$ cat src/vspid_pkg.sv
// vspid_pkg: shared constants for the visual servo pid block
// request kinds, register indexes, gain layout and fixed-point shifts
// no dependencies
package vspid_pkg;

    localparam int CFG_ADDR_W = 3;
    localparam int CFG_DATA_W = 48;

    localparam logic [CFG_ADDR_W-1:0] REG_YAW_GAINS  = 3'd0;
    localparam logic [CFG_ADDR_W-1:0] REG_VERT_GAINS = 3'd1;
    localparam logic [CFG_ADDR_W-1:0] REG_LAT_GAINS  = 3'd2;
    localparam logic [CFG_ADDR_W-1:0] REG_MAX_YAW    = 3'd3;
    localparam logic [CFG_ADDR_W-1:0] REG_MAX_VERT   = 3'd4;
    localparam logic [CFG_ADDR_W-1:0] REG_LAT_TMO    = 3'd5;
    localparam logic [CFG_ADDR_W-1:0] REG_CENTER_X   = 3'd6;
    localparam logic [CFG_ADDR_W-1:0] REG_CENTER_Y   = 3'd7;

    localparam int REQ_W = 2;
    localparam logic [REQ_W-1:0] REQ_TARGET = 2'd0;
    localparam logic [REQ_W-1:0] REQ_AVOID  = 2'd1;
    localparam logic [REQ_W-1:0] REQ_TICK   = 2'd2;

    localparam int GAIN_W  = 16;
    localparam int GAINS_W = 3 * GAIN_W;
    localparam int LIM_W   = 15;
    localparam int TMO_W   = 16;
    localparam int AERR_W  = 16;
    localparam int ERR_W   = 17;
    localparam int OUT_W   = 16;
    localparam int OUT_TW  = 3 * OUT_W;

    localparam logic [GAINS_W-1:0] YAW_GAINS_RST  = 48'd846109016130;
    localparam logic [GAINS_W-1:0] VERT_GAINS_RST = 48'd1125281890370;
    localparam logic [GAINS_W-1:0] LAT_GAINS_RST  = 48'd140737531287962;
    localparam logic [LIM_W-1:0]   MAX_YAW_RST    = 15'd2560;
    localparam logic [LIM_W-1:0]   MAX_VERT_RST   = 15'd5120;
    localparam logic [TMO_W-1:0]   LAT_TMO_RST    = 16'd512;
    localparam int CENTER_X_RST = 480;
    localparam int CENTER_Y_RST = 360;

    localparam int P_SHIFT_PIX = 8;
    localparam int I_SHIFT_PIX = 18;
    localparam int P_SHIFT_LAT = 10;
    localparam int I_SHIFT_LAT = 20;
    localparam int LAT_LIMIT   = 16384;

endpackage

$ cat src/visual_servo_pid_with_lateral_avoid.sv
// visual_servo_pid_with_lateral_avoid: yaw, vertical and lateral pid loops
// with one bit-serial shift-add multiplier and one bit-serial restoring divider
// depends on vspid_pkg
//
// channel   dir  handshake                 contents
// s_axis    in   tvalid/tready             tuser req_type, tdata pixels/error/time
// m_axis    out  tvalid/tready             tdata yaw, vertical, lateral commands
// cfg       in   wr_en, no wait            register index and write data
//
// in each pid loop the multiplier works one bit of its unsigned operand per
// cycle, the divider one quotient bit per cycle. a target transaction runs
// two loops, an avoidance transaction one, a tick none; one transaction is
// worked on at a time.
// reset is synchronous, active low. a finished command sits in an output
// register, so the next input is taken while it waits; a second command
// stalls until the first has been taken.
module visual_servo_pid_with_lateral_avoid #(
    parameter int PIXEL_BITS    = 10,
    parameter int TIME_BITS     = 32,
    parameter int INTEGRAL_BITS = 48
) (
    input  logic                                i_clk,
    input  logic                                i_rst_n,
    input  logic                                i_cfg_wr_en,
    input  logic [vspid_pkg::CFG_ADDR_W-1:0]    i_cfg_addr,
    input  logic [vspid_pkg::CFG_DATA_W-1:0]    i_cfg_wr_data,
    input  logic                                i_s_axis_tvalid,
    output logic                                o_s_axis_tready,
    // pixel_x, pixel_y, avoid_error, timestamp, zero fill
    input  logic [((2*PIXEL_BITS+vspid_pkg::AERR_W+TIME_BITS+7)/8)*8-1:0] i_s_axis_tdata,
    // req_type
    input  logic [vspid_pkg::REQ_W-1:0]         i_s_axis_tuser,
    output logic                                o_m_axis_tvalid,
    input  logic                                i_m_axis_tready,
    // yaw_rate, vertical_speed, lateral_speed
    output logic [vspid_pkg::OUT_TW-1:0]        o_m_axis_tdata
);
    import vspid_pkg::*;

    localparam int AW      = INTEGRAL_BITS;
    localparam int BW      = TIME_BITS;
    localparam int PW      = AW + BW;
    localparam int NW      = GAIN_W + ERR_W;
    localparam int CNT_MAX = (BW > NW) ? BW : NW;
    localparam int CW      = $clog2(CNT_MAX + 1);
    localparam int PX_LO   = 0;
    localparam int PY_LO   = PIXEL_BITS;
    localparam int AE_LO   = 2 * PIXEL_BITS;
    localparam int TS_LO   = AE_LO + AERR_W;
    localparam logic signed [PW:0] IMAX = {{(PW-AW+2){1'b0}}, {(AW-1){1'b1}}};
    localparam logic signed [PW:0] IMIN = ~IMAX;

    typedef enum logic [3:0] {
        S_IDLE, S_CHECK, S_LOAD, S_MUL, S_POST, S_DIV, S_FIN, S_CLAMP, S_EMIT
    } t_state;
    typedef enum logic [1:0] {L_YAW, L_VERT, L_LAT} t_loop;
    typedef enum logic [1:0] {ST_INT, ST_P, ST_I, ST_D} t_step;

    t_state r_state;
    t_loop  r_loop;
    t_step  r_step;

    // configuration
    logic [GAINS_W-1:0]    r_yaw_gains, r_vert_gains, r_lat_gains;
    logic [LIM_W-1:0]      r_max_yaw, r_max_vert;
    logic [TMO_W-1:0]      r_lat_tmo;
    logic [PIXEL_BITS-1:0] r_center_x, r_center_y;

    // loop state
    logic signed [AW-1:0]         r_yaw_int, r_vert_int, r_lat_int;
    logic signed [PIXEL_BITS:0]   r_last_yaw_err, r_last_vert_err;
    logic signed [AERR_W-1:0]     r_last_lat_err;
    logic [BW-1:0]                r_last_upd, r_last_avoid;
    logic signed [OUT_W-1:0]      r_lat_out;

    // transaction payload
    logic [REQ_W-1:0]         r_type;
    logic [PIXEL_BITS-1:0]    r_px, r_py;
    logic signed [AERR_W-1:0] r_aerr;
    logic [BW-1:0]            r_ts;
    logic [BW-1:0]            r_dt;

    // serial arithmetic
    logic signed [PW-1:0] r_acc, r_mshift, r_sum;
    logic [BW-1:0]        r_mb;
    logic [CW-1:0]        r_cnt;
    logic [NW-1:0]        r_dq;
    logic [BW-1:0]        r_rem;
    logic                 r_nneg;

    logic signed [OUT_W-1:0]  r_yaw_cmd, r_vert_cmd;
    logic                     r_m_valid;
    logic [OUT_TW-1:0]        r_m_data;

    logic [GAINS_W-1:0]       w_gains;
    logic [GAIN_W-1:0]        w_kp, w_ki, w_kd;
    logic signed [ERR_W-1:0]  w_ex, w_ey, w_err, w_prev, w_diff, w_dd;
    logic signed [AW-1:0]     w_integ, w_isat;
    logic signed [PW:0]       w_isum;
    logic [BW-1:0]            w_dtu, w_el;
    logic                     w_dt_ok, w_tmo;
    logic [BW:0]              w_trial, w_tsub;
    logic                     w_qbit;
    logic signed [NW-1:0]     w_n;
    logic [NW-1:0]            w_nmag;
    logic signed [NW:0]       w_dval;
    logic signed [PW-1:0]     w_pterm, w_iterm, w_lim, w_total;
    logic signed [OUT_W-1:0]  w_clamped;

    always_comb begin
        w_ex = $signed(ERR_W'(r_px)) - $signed(ERR_W'(r_center_x));
        w_ey = $signed(ERR_W'(r_py)) - $signed(ERR_W'(r_center_y));
        unique case (r_loop)
            L_YAW: begin
                w_gains = r_yaw_gains;
                w_err   = w_ex;
                w_prev  = ERR_W'(r_last_yaw_err);
                w_integ = r_yaw_int;
                w_lim   = PW'($signed({1'b0, r_max_yaw}));
            end
            L_VERT: begin
                w_gains = r_vert_gains;
                w_err   = w_ey;
                w_prev  = ERR_W'(r_last_vert_err);
                w_integ = r_vert_int;
                w_lim   = PW'($signed({1'b0, r_max_vert}));
            end
            default: begin
                w_gains = r_lat_gains;
                w_err   = ERR_W'(r_aerr);
                w_prev  = ERR_W'(r_last_lat_err);
                w_integ = r_lat_int;
                w_lim   = PW'(LAT_LIMIT);
            end
        endcase
        w_kp   = w_gains[3*GAIN_W-1:2*GAIN_W];
        w_ki   = w_gains[2*GAIN_W-1:GAIN_W];
        w_kd   = w_gains[GAIN_W-1:0];
        w_diff = w_err - w_prev;
        // pixel loops scale the derivative by four
        w_dd   = (r_loop == L_LAT) ? w_diff : (w_diff <<< 2);

        w_isum = (PW+1)'(w_integ) + (PW+1)'(r_acc);
        if (w_isum > IMAX) begin
            w_isat = IMAX[AW-1:0];
        end else if (w_isum < IMIN) begin
            w_isat = IMIN[AW-1:0];
        end else begin
            w_isat = w_isum[AW-1:0];
        end

        w_dtu   = r_ts - r_last_upd;
        w_el    = r_ts - r_last_avoid;
        w_dt_ok = (w_dtu != '0) && !w_dtu[BW-1];
        w_tmo   = !w_el[BW-1] && (w_el > BW'(r_lat_tmo)) && (r_lat_out != '0);

        w_trial = {r_rem, r_dq[NW-1]};
        w_tsub  = w_trial - {1'b0, r_dt};
        w_qbit  = !w_tsub[BW];

        w_n    = r_acc[NW-1:0];
        w_nmag = w_n[NW-1] ? NW'(-w_n) : NW'(w_n);
        // floor division: round a negative quotient down when inexact
        w_dval = r_nneg ? -($signed({1'b0, r_dq}) + $signed((NW+1)'(r_rem != '0)))
                        : $signed({1'b0, r_dq});

        w_pterm = (r_loop == L_LAT) ? (r_acc >>> P_SHIFT_LAT) : (r_acc >>> P_SHIFT_PIX);
        w_iterm = (r_loop == L_LAT) ? (r_acc >>> I_SHIFT_LAT) : (r_acc >>> I_SHIFT_PIX);

        w_total = r_sum;
        if (r_sum > w_lim) begin
            w_total = w_lim;
        end else if (r_sum < -w_lim) begin
            w_total = -w_lim;
        end
        w_clamped = w_total[OUT_W-1:0];
    end

    always_ff @(posedge i_clk) begin
        if (!i_rst_n) begin
            r_state         <= S_IDLE;
            r_loop          <= L_YAW;
            r_step          <= ST_INT;
            r_m_valid       <= 1'b0;
            r_yaw_gains     <= YAW_GAINS_RST;
            r_vert_gains    <= VERT_GAINS_RST;
            r_lat_gains     <= LAT_GAINS_RST;
            r_max_yaw       <= MAX_YAW_RST;
            r_max_vert      <= MAX_VERT_RST;
            r_lat_tmo       <= LAT_TMO_RST;
            r_center_x      <= PIXEL_BITS'(CENTER_X_RST);
            r_center_y      <= PIXEL_BITS'(CENTER_Y_RST);
            r_yaw_int       <= '0;
            r_vert_int      <= '0;
            r_lat_int       <= '0;
            r_last_yaw_err  <= '0;
            r_last_vert_err <= '0;
            r_last_lat_err  <= '0;
            r_last_upd      <= '0;
            r_last_avoid    <= '0;
            r_lat_out       <= '0;
        end else begin
            if (i_cfg_wr_en) begin
                unique case (i_cfg_addr)
                    REG_YAW_GAINS:  r_yaw_gains  <= i_cfg_wr_data[GAINS_W-1:0];
                    REG_VERT_GAINS: r_vert_gains <= i_cfg_wr_data[GAINS_W-1:0];
                    REG_LAT_GAINS:  r_lat_gains  <= i_cfg_wr_data[GAINS_W-1:0];
                    REG_MAX_YAW:    r_max_yaw    <= i_cfg_wr_data[LIM_W-1:0];
                    REG_MAX_VERT:   r_max_vert   <= i_cfg_wr_data[LIM_W-1:0];
                    REG_LAT_TMO:    r_lat_tmo    <= i_cfg_wr_data[TMO_W-1:0];
                    REG_CENTER_X:   r_center_x   <= i_cfg_wr_data[PIXEL_BITS-1:0];
                    REG_CENTER_Y:   r_center_y   <= i_cfg_wr_data[PIXEL_BITS-1:0];
                    default: ;
                endcase
            end

            // the emit state refills the output register itself
            if (r_m_valid && i_m_axis_tready && (r_state != S_EMIT)) begin
                r_m_valid <= 1'b0;
            end

            unique case (r_state)
                S_IDLE: begin
                    if (i_s_axis_tvalid) begin
                        r_type  <= i_s_axis_tuser;
                        r_px    <= i_s_axis_tdata[PX_LO +: PIXEL_BITS];
                        r_py    <= i_s_axis_tdata[PY_LO +: PIXEL_BITS];
                        r_aerr  <= i_s_axis_tdata[AE_LO +: AERR_W];
                        r_ts    <= i_s_axis_tdata[TS_LO +: BW];
                        r_state <= S_CHECK;
                    end
                end
                S_CHECK: begin
                    r_dt    <= w_dtu;
                    r_state <= S_IDLE;
                    unique case (r_type)
                        REQ_TARGET: begin
                            if (w_dt_ok) begin
                                r_loop  <= L_YAW;
                                r_state <= S_LOAD;
                            end
                        end
                        REQ_AVOID: begin
                            if (w_dt_ok) begin
                                r_loop  <= L_LAT;
                                r_state <= S_LOAD;
                            end
                        end
                        REQ_TICK: begin
                            if (w_tmo) begin
                                r_lat_out      <= '0;
                                r_lat_int      <= '0;
                                r_last_lat_err <= '0;
                                r_last_upd     <= r_ts;
                            end
                        end
                        default: ;
                    endcase
                end
                S_LOAD: begin
                    // integral term: err * dt
                    r_acc    <= '0;
                    r_mshift <= PW'(w_err);
                    r_mb     <= r_dt;
                    r_cnt    <= CW'(BW);
                    r_step   <= ST_INT;
                    r_state  <= S_MUL;
                end
                S_MUL: begin
                    if (r_mb[0]) begin
                        r_acc <= r_acc + r_mshift;
                    end
                    r_mshift <= r_mshift <<< 1;
                    r_mb     <= r_mb >> 1;
                    r_cnt    <= r_cnt - CW'(1);
                    if (r_cnt == CW'(1)) begin
                        r_state <= S_POST;
                    end
                end
                S_POST: begin
                    r_acc   <= '0;
                    r_state <= S_MUL;
                    unique case (r_step)
                        ST_INT: begin
                            unique case (r_loop)
                                L_YAW:   r_yaw_int  <= w_isat;
                                L_VERT:  r_vert_int <= w_isat;
                                default: r_lat_int  <= w_isat;
                            endcase
                            r_mshift <= PW'(w_err);
                            r_mb     <= BW'(w_kp);
                            r_cnt    <= CW'(GAIN_W);
                            r_step   <= ST_P;
                        end
                        ST_P: begin
                            r_sum    <= w_pterm;
                            r_mshift <= PW'(w_integ);
                            r_mb     <= BW'(w_ki);
                            r_cnt    <= CW'(GAIN_W);
                            r_step   <= ST_I;
                        end
                        ST_I: begin
                            r_sum    <= r_sum + w_iterm;
                            r_mshift <= PW'(w_dd);
                            r_mb     <= BW'(w_kd);
                            r_cnt    <= CW'(GAIN_W);
                            r_step   <= ST_D;
                        end
                        default: begin
                            r_nneg  <= w_n[NW-1];
                            r_dq    <= w_nmag;
                            r_rem   <= '0;
                            r_cnt   <= CW'(NW);
                            r_state <= S_DIV;
                        end
                    endcase
                end
                S_DIV: begin
                    r_rem <= w_qbit ? w_tsub[BW-1:0] : w_trial[BW-1:0];
                    r_dq  <= {r_dq[NW-2:0], w_qbit};
                    r_cnt <= r_cnt - CW'(1);
                    if (r_cnt == CW'(1)) begin
                        r_state <= S_FIN;
                    end
                end
                S_FIN: begin
                    r_sum   <= r_sum + PW'(w_dval);
                    r_state <= S_CLAMP;
                end
                S_CLAMP: begin
                    unique case (r_loop)
                        L_YAW: begin
                            r_yaw_cmd      <= w_clamped;
                            r_last_yaw_err <= w_err[PIXEL_BITS:0];
                            r_loop         <= L_VERT;
                            r_state        <= S_LOAD;
                        end
                        L_VERT: begin
                            r_vert_cmd      <= w_clamped;
                            r_last_vert_err <= w_err[PIXEL_BITS:0];
                            r_last_upd      <= r_ts;
                            r_state         <= S_EMIT;
                        end
                        default: begin
                            r_lat_out      <= w_clamped;
                            r_last_lat_err <= w_err[AERR_W-1:0];
                            r_last_avoid   <= r_ts;
                            r_last_upd     <= r_ts;
                            r_state        <= S_IDLE;
                        end
                    endcase
                end
                S_EMIT: begin
                    // wait for the previous command to leave the output register
                    if (!r_m_valid || i_m_axis_tready) begin
                        r_m_data  <= {r_lat_out, r_vert_cmd, r_yaw_cmd};
                        r_m_valid <= 1'b1;
                        r_state   <= S_IDLE;
                    end
                end
                default: r_state <= S_IDLE;
            endcase
        end
    end

    assign o_s_axis_tready = (r_state == S_IDLE);
    assign o_m_axis_tvalid = r_m_valid;
    assign o_m_axis_tdata  = r_m_data;

endmodule
$ cat config.mk
export PLATFORM = sky130hd
export DESIGN_NAME = visual_servo_pid_with_lateral_avoid
export DESIGN_NICKNAME = d
export VERILOG_FILES = /design/src/vspid_pkg.sv /design/src/visual_servo_pid_with_lateral_avoid.sv
export SDC_FILE = /design/constraint.sdc
export NUM_CORES = 2
export LEC_CHECK = 0
export BUFFER_PORTS_ARGS = -buffer_cell sky130_fd_sc_hd__buf_2
export CAP_MARGIN = 20
export CORE_MARGIN = 2
export CORE_UTILIZATION = 50
export DETAILED_ROUTE_END_ITERATION = 7
export GPL_TIMING_DRIVEN = 0
export PLACE_DENSITY_LB_ADDON = 0.2
export SYNTH_ARGS = -nofsm -noshare
export SYNTH_HDL_FRONTEND = slang
export SYNTH_SLANG_ARGS = --single-unit
export TNS_END_PERCENT = 5
$ cat constraint.sdc
create_clock -name i_clk -period 10.3 [get_ports i_clk]
set_input_delay 2.06 -clock i_clk [delete_from_list [all_inputs] [get_ports i_clk]]
set_output_delay 2.06 -clock i_clk [all_outputs]
set_load 0.01 [all_outputs]
==> impl_metrics.env <==
export IMPL_status="finished, final reports clean"
export IMPL_crit_path_max_incr_delay_ns=0.78
export IMPL_drtIter0Drc=6405
export IMPL_synth_edf_count=526
export IMPL_async_flop_share=0
export IMPL_die_width_um=386
export IMPL_ctsRootBufferMaster="clkbuf_16"
export IMPL_drv_slew=0
export IMPL_start_util=0.501
export IMPL_syn_avg_cell_area_um2=8.32
export IMPL_rows=140
export IMPL_antenna_found_initial=10
export IMPL_cts_hold_buffers=0
export IMPL_reg2reg_slack_ns=0.44
export IMPL_worstSetupEndpointType="flop"
export IMPL_leakagePower_nw=32.1
export IMPL_place_congestion=0.992
export IMPL_grt_pass1_wl_um=388000
export IMPL_whs_ns=0.417
export IMPL_p_sw_frac=0.256
export IMPL_cts_htree_levels=3
export IMPL_dp_hpwl_um=206000
export IMPL_ys_warnings_count=0
export IMPL_placed_area_mm2=0.0768
export IMPL_layout_drive_gt1_share=0.0543
export IMPL_ant_nets=0
export IMPL_cp_num_buf_inv=9
export IMPL_syn_nets=9497
export IMPL_wirelength_um=259000
export IMPL_cp_data_required_time_ns=10.97
export IMPL_numPortBuffers=162
export IMPL_yosys_top_cells_count="nand2_1, a21oi_1, ha_1"
export IMPL_relSlewSlack=0.152
export IMPL_min_path_type="flop to flop"
export IMPL_path_delay_family="buffers and inverters"
export IMPL_layout_min_cycle_time_ns=9.86
export IMPL_fin_crit_sh=0.957
export IMPL_avgRoutedWirePerCell_um=23.3
export IMPL_crit_type="flop to flop"
export IMPL_crit_path_start_kind="flop"
export IMPL_syn_inst=8756
export IMPL_switchingPower_w=0.00240
export IMPL_grt_max_degree=39
export IMPL_cts_buffers=112
export IMPL_regArea_mm2=0.0254
export IMPL_synthFlopType="edfxtp_1"
export IMPL_p_clk_frac=0.450
export IMPL_io_pins=180
export IMPL_synth_seq_area_share=0.349
export IMPL_p_int_w=0.00698
export IMPL_cp_arrival_ns=10.53
export IMPL_skew_ns=0.112
export IMPL_synth_most_common_cell="nand2_1"
export IMPL_finalNetCount=9819
export IMPL_yosys_area_top_type="edfxtp_1"
export IMPL_synth_cell_type_count=92
export IMPL_finalInstanceArea_mm2=0.0807
export IMPL_hold_viol_final=0
export IMPL_p_per_area_mw_per_mm2=116
export IMPL_cts_tree="done"
export IMPL_critPathMostFrequentCell="clkbuf_1"
export IMPL_fillers=13600
export IMPL_antenna_cells=0
export IMPL_core_mm2=0.145
export IMPL_die_y_um=386
export IMPL_cpMaxStageDelayCell="clkdlybuf4s15_1"
export IMPL_path_clk_slew_ns=0.06
export IMPL_cts_sinks=1007
export IMPL_drv_cap=0
export IMPL_grt_pass1_vias=65200
export IMPL_ys_ff_latch=1007
export IMPL_path_max_fanout=10
export IMPL_grt_overflow_total=0
export IMPL_ir_worst_vdd_uv=138
export IMPL_worst_slew_pin_transition_ns=1.27
export IMPL_pwr_share_seq=0.460
export IMPL_clockBufferDepth=3
export IMPL_rsz0062_at_grt="no"
export IMPL_synth_area_mm2=0.0728
export IMPL_setup_violations=0
export IMPL_remaining_drc_errors=0
export IMPL_combPwrFrac=0.091
export IMPL_dr_total_vias=68700
export IMPL_synth_top_area_frac=0.217
export IMPL_grtUsageTotal=0.339
export IMPL_multi_input_area_mm2=0.0443
export IMPL_die_area_mm2=0.149
export IMPL_vias_per_cell=6.19
export IMPL_dr_pass1_iters=6
export IMPL_clock_latency_ns=0.80
export IMPL_syn2layout_area_growth_pct=10.8
export IMPL_synth_area_leaders="edfxtp_1, dfxtp_1, ha_1"
export IMPL_max_freq_mhz=101
export IMPL_finalSetupTns_ns=0
==> state kept, by name (all words and copies together), names as in the netlist, 16 cells and up <==
signal	flops
r_dq	33
r_vert_cmd	16
r_rem	32
r_last_lat_err	16
r_lat_out	16
r_mshift	80
r_lat_int	48
r_vert_gains	48
r_yaw_gains	48
r_lat_tmo	16
r_acc	80
r_last_avoid	32
r_sum	80
r_mb	32
o_m_axis_tdata	48
r_yaw_cmd	16
r_vert_int	48
r_aerr	16
r_last_upd	32
r_dt	32
r_yaw_int	48
r_ts	32
r_lat_gains	48
==> logic make-up (layout without fill, tap and decap cells) <==
| logic type | after synthesis | count (layout) | share of synthesized area |
|---|---|---|---|
| AOI/OAI and AO/OA | 2660 | 2660 | 0.235 |
| xor gates and xnor gates | 428 | 428 | 0.0515 |
| adders and majority gates | 611 | 611 | 0.106 |
| buffers and inverters | 827 | 1246 | 0.0438 |
| DFF | 1007 | 1007 | 0.349 |
| muxes | 212 | 212 | 0.0292 |
| and+or+nand+nor | 3011 | 3011 | 0.185 |
==> power groups by stage <==
stage	Sequential, W	Clock (W)	Combinational [W]
after floorplan	0.00438	0	0.000570
after global placement	0.00441	0	0.000807
after global routing	0.00432	0.00441	0.000930
after CTS	0.00431	0.00426	0.000834
after detailed placement	0.00440	0	0.000829
final	0.00432	0.00422	0.000850
==> per-stage QoR <==
stage | setup WS [ns] | utilization | std cells | total power [W]
6_report | 0.440 | 0.556 | 11100 | 0.00939
3_5_place_dp | -0.0397 | 0.529 | 10900 | 0.00523
3_3_place_gp | -4.01 | 0.524 | 10800 | 0.00521
2_1_floorplan | 0.465 | - | 8756 | 0.00495
5_1_grt | 0.0867 | 0.556 | 11100 | 0.00966
4_1_cts | 0.0372 | 0.555 | 11100 | 0.00940
==> area by class of cell <==
cell class              count  share of cell area
plain buffers             491              0.0243
well taps                1917              0.0297
repair buffers            210              0.0186
clock buffers             151              0.0385
inverters                 334              0.0155
clock inverters            60             0.00912
multi-input cells        6922               0.549
flip-flops and latches   1007               0.315
==> per-layer routing <==
layer,vias to the layer above,GRT usage,part of all wire
met4,6,0.179,0.060
li1,32500,-,-
met1,32700,0.428,0.41
met3,609,0.0536,0.073
met2,2822,0.555,0.46
met5,-,0,0.00014
==> placed cells by master (no fill, tap or decap), drive strengths merged, types with 78 or more instances in the layout <==
master and count:
o21bai 78, nand4 126, xor2 174, o21ai 522
edfxtp 526, nand3 200, ha 601, a21o 350
nand2b 105, xnor2 254, clkbuf 578, buf 270
a221o 120, dfxtp 481, nor3 127, nor2 581
o211ai 84, mux2i 206, a31oi 90, nand2 1469
a21oi 860, inv 339, a211oi 110
==> final timing paths <==
check,from,endpoint,cells past startpoint
min reg2reg,r_vert_cmd[10],o_m_axis_tdata[26],0
max reg2reg,r_loop[0],r_lat_int[35],25
max,r_loop[0],r_lat_int[35],25
min,r_vert_cmd[10],o_m_axis_tdata[26],0
==> repair_timing <==
item | CTS | global route
setup buffers | 0 | 0
gates resized for setup | 2 | 15
setup endpoints to repair | 75 | 154
(Power assumes the default switching activity.)
